`config.mk`:
```
export PLATFORM = sky130hd
export DESIGN_NAME = z80_next_pc_predictor_top
export DESIGN_NICKNAME = d
export VERILOG_FILES = /design/src/design/znpp_pkg.sv /design/src/design/znpp_decode.sv /design/src/design/z80_next_pc_predictor_top.sv
export SDC_FILE = /design/constraint.sdc
export NUM_CORES = 1
export LEC_CHECK = 0
export BUFFER_PORTS_ARGS = -buffer_cell sky130_fd_sc_hd__buf_2
export CORE_MARGIN = 2
export CORE_UTILIZATION = 35
export DETAILED_ROUTE_END_ITERATION = 10
export GPL_TIMING_DRIVEN = 0
export PLACE_DENSITY = 0.59
export SLEW_MARGIN = 20
export SYNTH_ARGS = -nofsm -noshare
export SYNTH_HDL_FRONTEND = slang
export SYNTH_SLANG_ARGS = --single-unit
```
`constraint.sdc`:
```
create_clock -name i_clk -period 6 [get_ports i_clk]
set_input_delay 0.3 -clock i_clk [delete_from_list [all_inputs] [get_ports i_clk]]
set_output_delay 0.3 -clock i_clk [all_outputs]
set_load 0.02 [all_outputs]
```
`src/design/znpp_pkg.sv`:
```
// shared types, opcode constants and helpers for the z80 next-pc predictor
// no dependencies; used by znpp_decode, z80_next_pc_predictor_top and tb_top
package znpp_pkg;

    // prefix bytes
    localparam logic [7:0] PFX_DD = 8'hDD;
    localparam logic [7:0] PFX_FD = 8'hFD;
    localparam logic [7:0] PFX_CB = 8'hCB;
    localparam logic [7:0] PFX_ED = 8'hED;

    // prefix window: the opcode must appear within this many bytes
    localparam int unsigned PFX_MAX = 4;

    // plain opcodes
    localparam logic [7:0] OP_NOP    = 8'h00;
    localparam logic [7:0] OP_EX_AF  = 8'h08;
    localparam logic [7:0] OP_DJNZ   = 8'h10;
    localparam logic [7:0] OP_JR     = 8'h18;
    localparam logic [7:0] OP_HALT   = 8'h76;
    localparam logic [7:0] OP_RET    = 8'hC9;
    localparam logic [7:0] OP_JP     = 8'hC3;
    localparam logic [7:0] OP_CALL   = 8'hCD;
    localparam logic [7:0] OP_JP_IND = 8'hE9;

    // opcode group masks and patterns
    localparam logic [7:0] MASK_BLOCK = 8'hF4;
    localparam logic [7:0] PAT_BLOCK  = 8'hB0;
    localparam logic [7:0] MASK_GRP   = 8'hC7;
    localparam logic [7:0] PAT_RETN   = 8'h45;
    localparam logic [7:0] PAT_RET_CC = 8'hC0;
    localparam logic [7:0] PAT_JP_CC  = 8'hC2;
    localparam logic [7:0] PAT_CALL_CC = 8'hC4;
    localparam logic [7:0] PAT_RST    = 8'hC7;
    localparam logic [7:0] PAT_REL    = 8'h00;
    localparam logic [7:0] MASK_CC    = 8'hC1;
    localparam logic [7:0] PAT_CC     = 8'hC0;
    localparam logic [7:0] MASK_RST_VEC = 8'h38;

    // interrupt entry
    localparam logic [15:0] INT_ENTRY_IM01 = 16'h0038;
    localparam logic [1:0]  IM_MODE2       = 2'd2;

    // flag bits
    localparam int unsigned FLAG_C  = 0;
    localparam int unsigned FLAG_PV = 2;
    localparam int unsigned FLAG_Z  = 6;
    localparam int unsigned FLAG_S  = 7;

    typedef struct packed {
        logic [47:0] code_bytes;
        logic [15:0] pc_value;
        logic [15:0] hl_value;
        logic [15:0] ix_value;
        logic [15:0] iy_value;
        logic [7:0]  flag_byte;
        logic [7:0]  b_value;
        logic [1:0]  interrupt_mode;
        logic [15:0] stack_word;
        logic [15:0] vector_word;
    } t_item;

    typedef struct packed {
        logic        is_branch;
        logic        target_from_data;
        logic        is_loop;
        logic        is_call;
        logic        is_block;
        logic        is_halt;
        logic [15:0] target;
    } t_result;

    // condition selected by idx (nz/z, nc/c, po/pe, p/m); op bit 3 picks polarity
    function automatic logic cond_true(input logic [7:0] op, input logic [1:0] idx,
                                       input logic [7:0] f);
        logic flag;
        case (idx)
            2'd0:    flag = f[FLAG_Z];
            2'd1:    flag = f[FLAG_C];
            2'd2:    flag = f[FLAG_PV];
            2'd3:    flag = f[FLAG_S];
            default: flag = 1'b0;
        endcase
        return op[3] ? flag : ~flag;
    endfunction

endpackage

```
`src/design/znpp_decode.sv`:
```
// combinational decode of one instruction snapshot into a next-pc prediction
// depends on znpp_pkg (t_item, t_result, opcode constants, cond_true)
module znpp_decode (
    input  znpp_pkg::t_item   i_item,
    output znpp_pkg::t_result o_result
);

    logic [7:0]  op;
    logic [7:0]  cur;
    logic [7:0]  disp;
    logic [15:0] base;
    logic [15:0] imm;
    logic [15:0] rel_tgt;
    logic        ed;
    logic        pre;
    logic        stop;

    // prefix skip: at most four dependent narrow steps
    always_comb begin
        op   = i_item.code_bytes[7:0];
        base = i_item.hl_value;
        ed   = 1'b0;
        pre  = 1'b0;
        stop = 1'b0;
        cur  = '0;
        for (int k = 0; k < znpp_pkg::PFX_MAX; k++) begin
            cur = i_item.code_bytes[8*k +: 8];
            if (!stop) begin
                op = cur;
                if (cur == znpp_pkg::PFX_DD) begin
                    base = i_item.ix_value;
                    pre  = 1'b1;
                end else if (cur == znpp_pkg::PFX_FD) begin
                    base = i_item.iy_value;
                    pre  = 1'b1;
                end else if (cur == znpp_pkg::PFX_CB) begin
                    pre  = 1'b1;
                end else if (cur == znpp_pkg::PFX_ED) begin
                    ed   = 1'b1;
                    pre  = 1'b1;
                end else begin
                    stop = 1'b1;
                end
            end
        end
    end

    assign imm     = i_item.code_bytes[23:8];
    assign disp    = i_item.code_bytes[15:8];
    assign rel_tgt = i_item.pc_value + 16'd2 + {{8{disp[7]}}, disp};

    always_comb begin
        o_result = '0;
        if (ed) begin
            if ((op & znpp_pkg::MASK_BLOCK) == znpp_pkg::PAT_BLOCK) begin
                o_result.is_block = 1'b1;
            end else if ((op & znpp_pkg::MASK_GRP) == znpp_pkg::PAT_RETN) begin
                o_result.is_branch        = 1'b1;
                o_result.target_from_data = 1'b1;
                o_result.target           = i_item.stack_word;
            end
        end else if (op == znpp_pkg::OP_JP_IND) begin
            o_result.is_branch        = 1'b1;
            o_result.target_from_data = 1'b1;
            o_result.target           = base;
        end else if (!pre) begin
            if (op == znpp_pkg::OP_HALT) begin
                o_result.is_halt = 1'b1;
                o_result.target  = (i_item.interrupt_mode < znpp_pkg::IM_MODE2)
                                 ? znpp_pkg::INT_ENTRY_IM01 : i_item.vector_word;
            end else if (op == znpp_pkg::OP_RET) begin
                o_result.is_branch        = 1'b1;
                o_result.target_from_data = 1'b1;
                o_result.target           = i_item.stack_word;
            end else if (op == znpp_pkg::OP_JP) begin
                o_result.is_branch = 1'b1;
                o_result.target    = imm;
            end else if (op == znpp_pkg::OP_CALL) begin
                o_result.is_branch = 1'b1;
                o_result.is_call   = 1'b1;
                o_result.target    = imm;
            end else if ((op & znpp_pkg::MASK_CC) == znpp_pkg::PAT_CC) begin
                if (znpp_pkg::cond_true(op, op[5:4], i_item.flag_byte)) begin
                    if ((op & znpp_pkg::MASK_GRP) == znpp_pkg::PAT_RET_CC) begin
                        o_result.is_branch        = 1'b1;
                        o_result.target_from_data = 1'b1;
                        o_result.target           = i_item.stack_word;
                    end else if ((op & znpp_pkg::MASK_GRP) == znpp_pkg::PAT_CALL_CC) begin
                        o_result.is_branch = 1'b1;
                        o_result.is_call   = 1'b1;
                        o_result.target    = imm;
                    end else if ((op & znpp_pkg::MASK_GRP) == znpp_pkg::PAT_JP_CC) begin
                        o_result.is_branch = 1'b1;
                        o_result.is_loop   = 1'b1;
                        o_result.target    = imm;
                    end
                end
            end else if ((op & znpp_pkg::MASK_GRP) == znpp_pkg::PAT_RST) begin
                o_result.is_branch = 1'b1;
                o_result.is_call   = 1'b1;
                o_result.target    = {8'h00, op & znpp_pkg::MASK_RST_VEC};
            end else if ((op & znpp_pkg::MASK_GRP) == znpp_pkg::PAT_REL) begin
                if (op == znpp_pkg::OP_NOP || op == znpp_pkg::OP_EX_AF) begin
                    o_result = '0;
                end else if (op == znpp_pkg::OP_JR) begin
                    o_result.is_branch = 1'b1;
                    o_result.target    = rel_tgt;
                end else if (op == znpp_pkg::OP_DJNZ) begin
                    if (i_item.b_value != 8'd1) begin
                        o_result.is_branch = 1'b1;
                        o_result.is_loop   = 1'b1;
                        o_result.target    = rel_tgt;
                    end
                end else if (znpp_pkg::cond_true(op, {1'b0, op[4]}, i_item.flag_byte)) begin
                    o_result.is_branch = 1'b1;
                    o_result.is_loop   = 1'b1;
                    o_result.target    = rel_tgt;
                end
            end
        end
    end

endmodule

```
`src/design/z80_next_pc_predictor_top.sv`:
```
// top level of the z80 next-pc predictor: input register, decode, result register
// depends on znpp_pkg and znpp_decode
//
// Takes one snapshot of a z80 instruction (six code bytes at pc plus the registers
// that steer control flow) per beat and returns exactly one prediction beat for it:
// branch, kind flags and a 16-bit target, or all zeros when nothing is predicted.
// Up to three dd/fd/cb/ed prefixes before the opcode are skipped; relative targets
// wrap at 16 bits and djnz counts as taken whenever b is not 1. Throughput is one
// beat per clock with no bubbles while i_out_ready stays high. A beat passes through
// the input register, then the decode that sits between the input and result
// registers, and o_out_valid rises once the result register holds it.
// There is no kept state, so beats are fully independent. The
// input ready is high whenever the input register is empty or moving on, so a new
// beat is taken while a finished result still waits at the output; it depends
// combinationally on i_out_ready through the two-register pipe.
module z80_next_pc_predictor_top (
    input  logic        i_clk,
    input  logic        i_rst_n,

    // input channel
    input  logic        i_in_valid,
    output logic        o_in_ready,
    input  logic [47:0] i_code_bytes,
    input  logic [15:0] i_pc_value,
    input  logic [15:0] i_hl_value,
    input  logic [15:0] i_ix_value,
    input  logic [15:0] i_iy_value,
    input  logic [7:0]  i_flag_byte,
    input  logic [7:0]  i_b_value,
    input  logic [1:0]  i_interrupt_mode,
    input  logic [15:0] i_stack_word,
    input  logic [15:0] i_vector_word,

    // output channel
    output logic        o_out_valid,
    input  logic        i_out_ready,
    output logic        o_is_branch,
    output logic        o_target_from_data,
    output logic        o_is_loop,
    output logic        o_is_call,
    output logic        o_is_block,
    output logic        o_is_halt,
    output logic [15:0] o_target
);

    // pipe registers
    logic               r_s1_vld;
    znpp_pkg::t_item    r_item;
    logic               r_out_vld;
    znpp_pkg::t_result  r_res;

    logic               n_s1_vld;
    logic               n_out_vld;
    logic               s1_en;
    logic               s2_en;
    znpp_pkg::t_item    in_item;
    znpp_pkg::t_result  dec_res;

    // pack the input beat
    always_comb begin
        in_item.code_bytes     = i_code_bytes;
        in_item.pc_value       = i_pc_value;
        in_item.hl_value       = i_hl_value;
        in_item.ix_value       = i_ix_value;
        in_item.iy_value       = i_iy_value;
        in_item.flag_byte      = i_flag_byte;
        in_item.b_value        = i_b_value;
        in_item.interrupt_mode = i_interrupt_mode;
        in_item.stack_word     = i_stack_word;
        in_item.vector_word    = i_vector_word;
    end

    // result register can load when empty or being drained this cycle
    assign s2_en = !r_out_vld || i_out_ready;
    // input register can load when empty or handing its beat to the result register
    assign s1_en = !r_s1_vld || s2_en;

    assign o_in_ready = s1_en;

    always_comb begin
        n_s1_vld  = s1_en ? i_in_valid : r_s1_vld;
        n_out_vld = s2_en ? r_s1_vld : r_out_vld;
    end

    // control state
    always_ff @(posedge i_clk) begin
        if (!i_rst_n) begin
            r_s1_vld  <= 1'b0;
            r_out_vld <= 1'b0;
        end else begin
            r_s1_vld  <= n_s1_vld;
            r_out_vld <= n_out_vld;
        end
    end

    // payload, no reset needed
    always_ff @(posedge i_clk) begin
        if (s1_en && i_in_valid) begin
            r_item <= in_item;
        end
        if (s2_en && r_s1_vld) begin
            r_res <= dec_res;
        end
    end

    // instruction decode between the two registers
    znpp_decode u_decode (
        .i_item   (r_item),
        .o_result (dec_res)
    );

    assign o_out_valid        = r_out_vld;
    assign o_is_branch        = r_res.is_branch;
    assign o_target_from_data = r_res.target_from_data;
    assign o_is_loop          = r_res.is_loop;
    assign o_is_call          = r_res.is_call;
    assign o_is_block         = r_res.is_block;
    assign o_is_halt          = r_res.is_halt;
    assign o_target           = r_res.target;

`ifndef SYNTH
    // an accepted beat always lands in the input register
    a_accept_loads: assert property (@(posedge i_clk) disable iff (!i_rst_n)
        i_in_valid && o_in_ready |=> r_s1_vld)
        else $error("accepted beat not held in input register");

    // a beat in the input register reaches the output when the output is free
    a_advance: assert property (@(posedge i_clk) disable iff (!i_rst_n)
        r_s1_vld && (!r_out_vld || i_out_ready) |=> r_out_vld)
        else $error("input beat lost on the way to the output");

    // kind flags are mutually exclusive
    a_kind_onehot: assert property (@(posedge i_clk) disable iff (!i_rst_n)
        r_out_vld |-> $onehot0({r_res.is_loop, r_res.is_call, r_res.is_block,
                                r_res.is_halt, r_res.target_from_data}))
        else $error("more than one kind flag set");

    // block and halt never branch; block carries no target
    a_no_branch_kinds: assert property (@(posedge i_clk) disable iff (!i_rst_n)
        r_out_vld && (r_res.is_block || r_res.is_halt) |->
            !r_res.is_branch && (r_res.is_halt || r_res.target == 16'h0000))
        else $error("block or halt result marked as branch");

    // every other kind flag implies a branch
    a_kind_branch: assert property (@(posedge i_clk) disable iff (!i_rst_n)
        r_out_vld && (r_res.is_loop || r_res.is_call || r_res.target_from_data) |->
            r_res.is_branch)
        else $error("transfer kind without branch");
`endif

endmodule

```
==> metrics <==
Synth Warn #=0; Crit. End Element=register; DP HPWL=18600 um; fraction of registers with async set/reset=0; R2R setup slack=0.92 ns; largest stage delay on the critical path=0.63 ns; Final ANT Viol Nets=0; io pins=190; VDD IR max=0.000193 V; Area Growth Syn to Fin=22.6%; die width=160 um; crit path cell chain=nor4b_1 -> a21oi_1 -> a2111o_1 -> a31oi_1 -> clkbuf_1 -> nand4_1 -> nand2_1 -> buf_2 -> a21oi_1 -> a21boi_0 -> a211oi_1 -> o21ai_0; die height=160 um; Synth Cell Area=8540 um^2; Worst-path clk slew=0.08 ns; simple-gate area share of the yosys netlist=0.124; sequential cell area=4930 um^2; fmax=197 MHz; worst-case clock skew=0.0124 ns; most common cell after layout, fill and taps aside=buf_2; Layout Nets=1101; share of layout cells above drive strength 1=0.272; Core ar.=24100 um^2; Avg WL per Cell=19.9 um; Die Area=25700 um^2; post-synth net total=912; crit start category=register; worst-margin pin slew=0.843 ns; setup repair after global routing missed its margin=no; total design power=0.00285 W; first-pass GRT wire length=37700 um; most frequent cells in the layout=175 x buf_2, 163 x edfxtp_1, 66 x nor2_1; Main synth FF type=edfxtp_1; clk sinks=165; Util after Layout=0.434; critical path's most frequent cell=a21oi_1; min Tclk post-route=5.08 ns; crit path max fanout=10; Mapped Cells=716; Yosys reg bits=165; initial drt markers=526; Worst Hold Class=input port to register; Hold-fix buffers, CTS=0; CTS tree=done; CTS root buf=clkbuf_16; worst path arrival time=5.28 ns; CP Buf/Inv Count=2; setup_tns=0 ns; postcts setup bufs=0; Fillers=2346; PwrDens=272 nW/um^2; multi-input logic area=3400 um^2; Congestion Overflow GR=0; total track usage=0.196; IO buf count=168; largest family of logic cells by synthesized area=compound AO/OA/AOI/OAI gates; Seq/Total Area, Yosys=0.578; synthesized area per cell=11.9 um^2; DRC Markers=0; Worst Path Class, Setup=register to register; Resize count post-CTS=0; Yosys cell types=70; vias in the first global route=6473; Starting Density=0.354; pin count of the biggest net entering global routing=56; period utilization=0.847; status=completed; Max Slew Vio Count=0; worst hold slack=0.0254 ns; first-pass iteration count of the detailed router=5; mux share of post-synthesis cell area=0.0229; Synth Area in XOR/XNOR=0.0163; Top delay family on crit path=compound AO/OA/AOI/OAI gates; via/cell ratio=5.41; worst path required time=6.20 ns; Rel. slew slack=0.430; P_leak=4.12 nW; FP Rows=57; Synth Area in Adders=0.0448; slowest stage cell, crit path=edfxtp_1; antenna violations before repair=3; Num CTS Buffers=17; endpoints failing setup=0; Detailed Route WL=24800 um; Clock Latency Late Sink=0.44 ns; H-tree depth=4; routed vias=6734; final hold violations=0; Clock Path Buffers=2; Synth Area in Compound Gates=0.188; number of flops mapped to enable cells by yosys=163; Routability Congestion=0.878; Max-Cap Viols=0
==> cell usage after synthesis (10+ instances only) <==
master	number	area, um^2
o22ai_1	14	87.6
o221ai_1	12	105
nand3_1	21	105
clkbuf_1	22	82.6
o21ai_0	29	145
a21oi_1	63	315
edfxtp_1	163	4890
nor3_1	12	60.1
ha_1	29	363
nor2b_1	10	62.6
a31oi_1	10	62.6
nand2_1	35	131
mux2_2	10	113
nor2_1	66	248
a21o_1	15	113
inv_1	22	82.6
==> worst reg2reg max path: cells and delay by family (launching register included) <==
kind / cells / cell delay (ns)
AOI/OAI and AO/OA: 7 / 1.91
DFF: 1 / 0.63
buffers and inverters: 2 / 0.76
and+or+nand+nor: 3 / 1.54
==> worst paths after layout <==
path                       end            from  cells after the start
setup / recovery  o_target[15]     r_item[127]                     12
hold / removal      r_item[76]  i_ix_value[10]                      1
setup reg to reg  o_target[15]     r_item[127]                     12
hold reg to reg    o_out_valid        r_s1_vld                      1
==> layout make-up <==
cell class / instances / area share
Sequential cell: 165 / 0.471
Multi-Input combinational cell: 498 / 0.324
Timing Repair Buffer: 170 / 0.0856
Clock buffer: 17 / 0.0406
Tap cell: 324 / 0.0387
Clock inverter: 15 / 0.0180
Buffer: 31 / 0.0127
Inverter: 22 / 0.00789
Antenna cell: 3 / 0.000717
==> metrics by stage <==
step,std cells,setup WS [ns],instance area [um^2]
2_1_floorplan,716,1.47,8540
3_3_place_gp,1208,0.322,9780
3_5_place_dp,1210,1.01,9850
4_1_cts,1242,0.969,10500
5_1_grt,1243,0.543,10500
6_report,1245,0.921,10500
==> logic make-up (layout without fill, tap and decap cells) <==
kind of cell / Yosys count / in the layout
XOR/XNOR: 15 / 15
adder cells (fa/ha/maj): 30 / 30
other: 0 / 3
AND/OR/NAND/NOR: 206 / 206
AO/OA/AOI/OAI: 230 / 230
flip-flops: 165 / 165
buffers and inverters: 53 / 255
multiplexers: 17 / 17
==> flip-flops by register name, indices dropped and copies added (netlist names) <==
| name | cells |
|---|---|
| r_item | 141 |
| o_target_from_data | 1 |
| r_s1_vld | 1 |
| o_target | 16 |
| o_is_halt | 1 |
| o_out_valid | 1 |
| o_is_block | 1 |
| o_is_loop | 1 |
| o_is_call | 1 |
| o_is_branch | 1 |
==> layer usage <==
layer / GRT usage / up-vias / routed length (um)
met2: 0.308 / 288 / 11300
met1: 0.271 / 3200 / 11300
met5: 0 / - / 0
li1: - / 3221 / -
met4: 0.0553 / 0 / 389
met3: 0.0462 / 25 / 1820
==> where the power goes <==
| part | total [W] | switching, W | leakage [nW] | internal [W] |
|---|---|---|---|---|
| combinational | 0.000331 | 0.000192 | 2.23 | 0.000139 |
| clock | 0.00113 | 0.000558 | 0.299 | 0.000572 |
| sequential | 0.00139 | 0.0000443 | 1.59 | 0.00134 |
No activity file was read; power rests on OpenSTA's default activity.
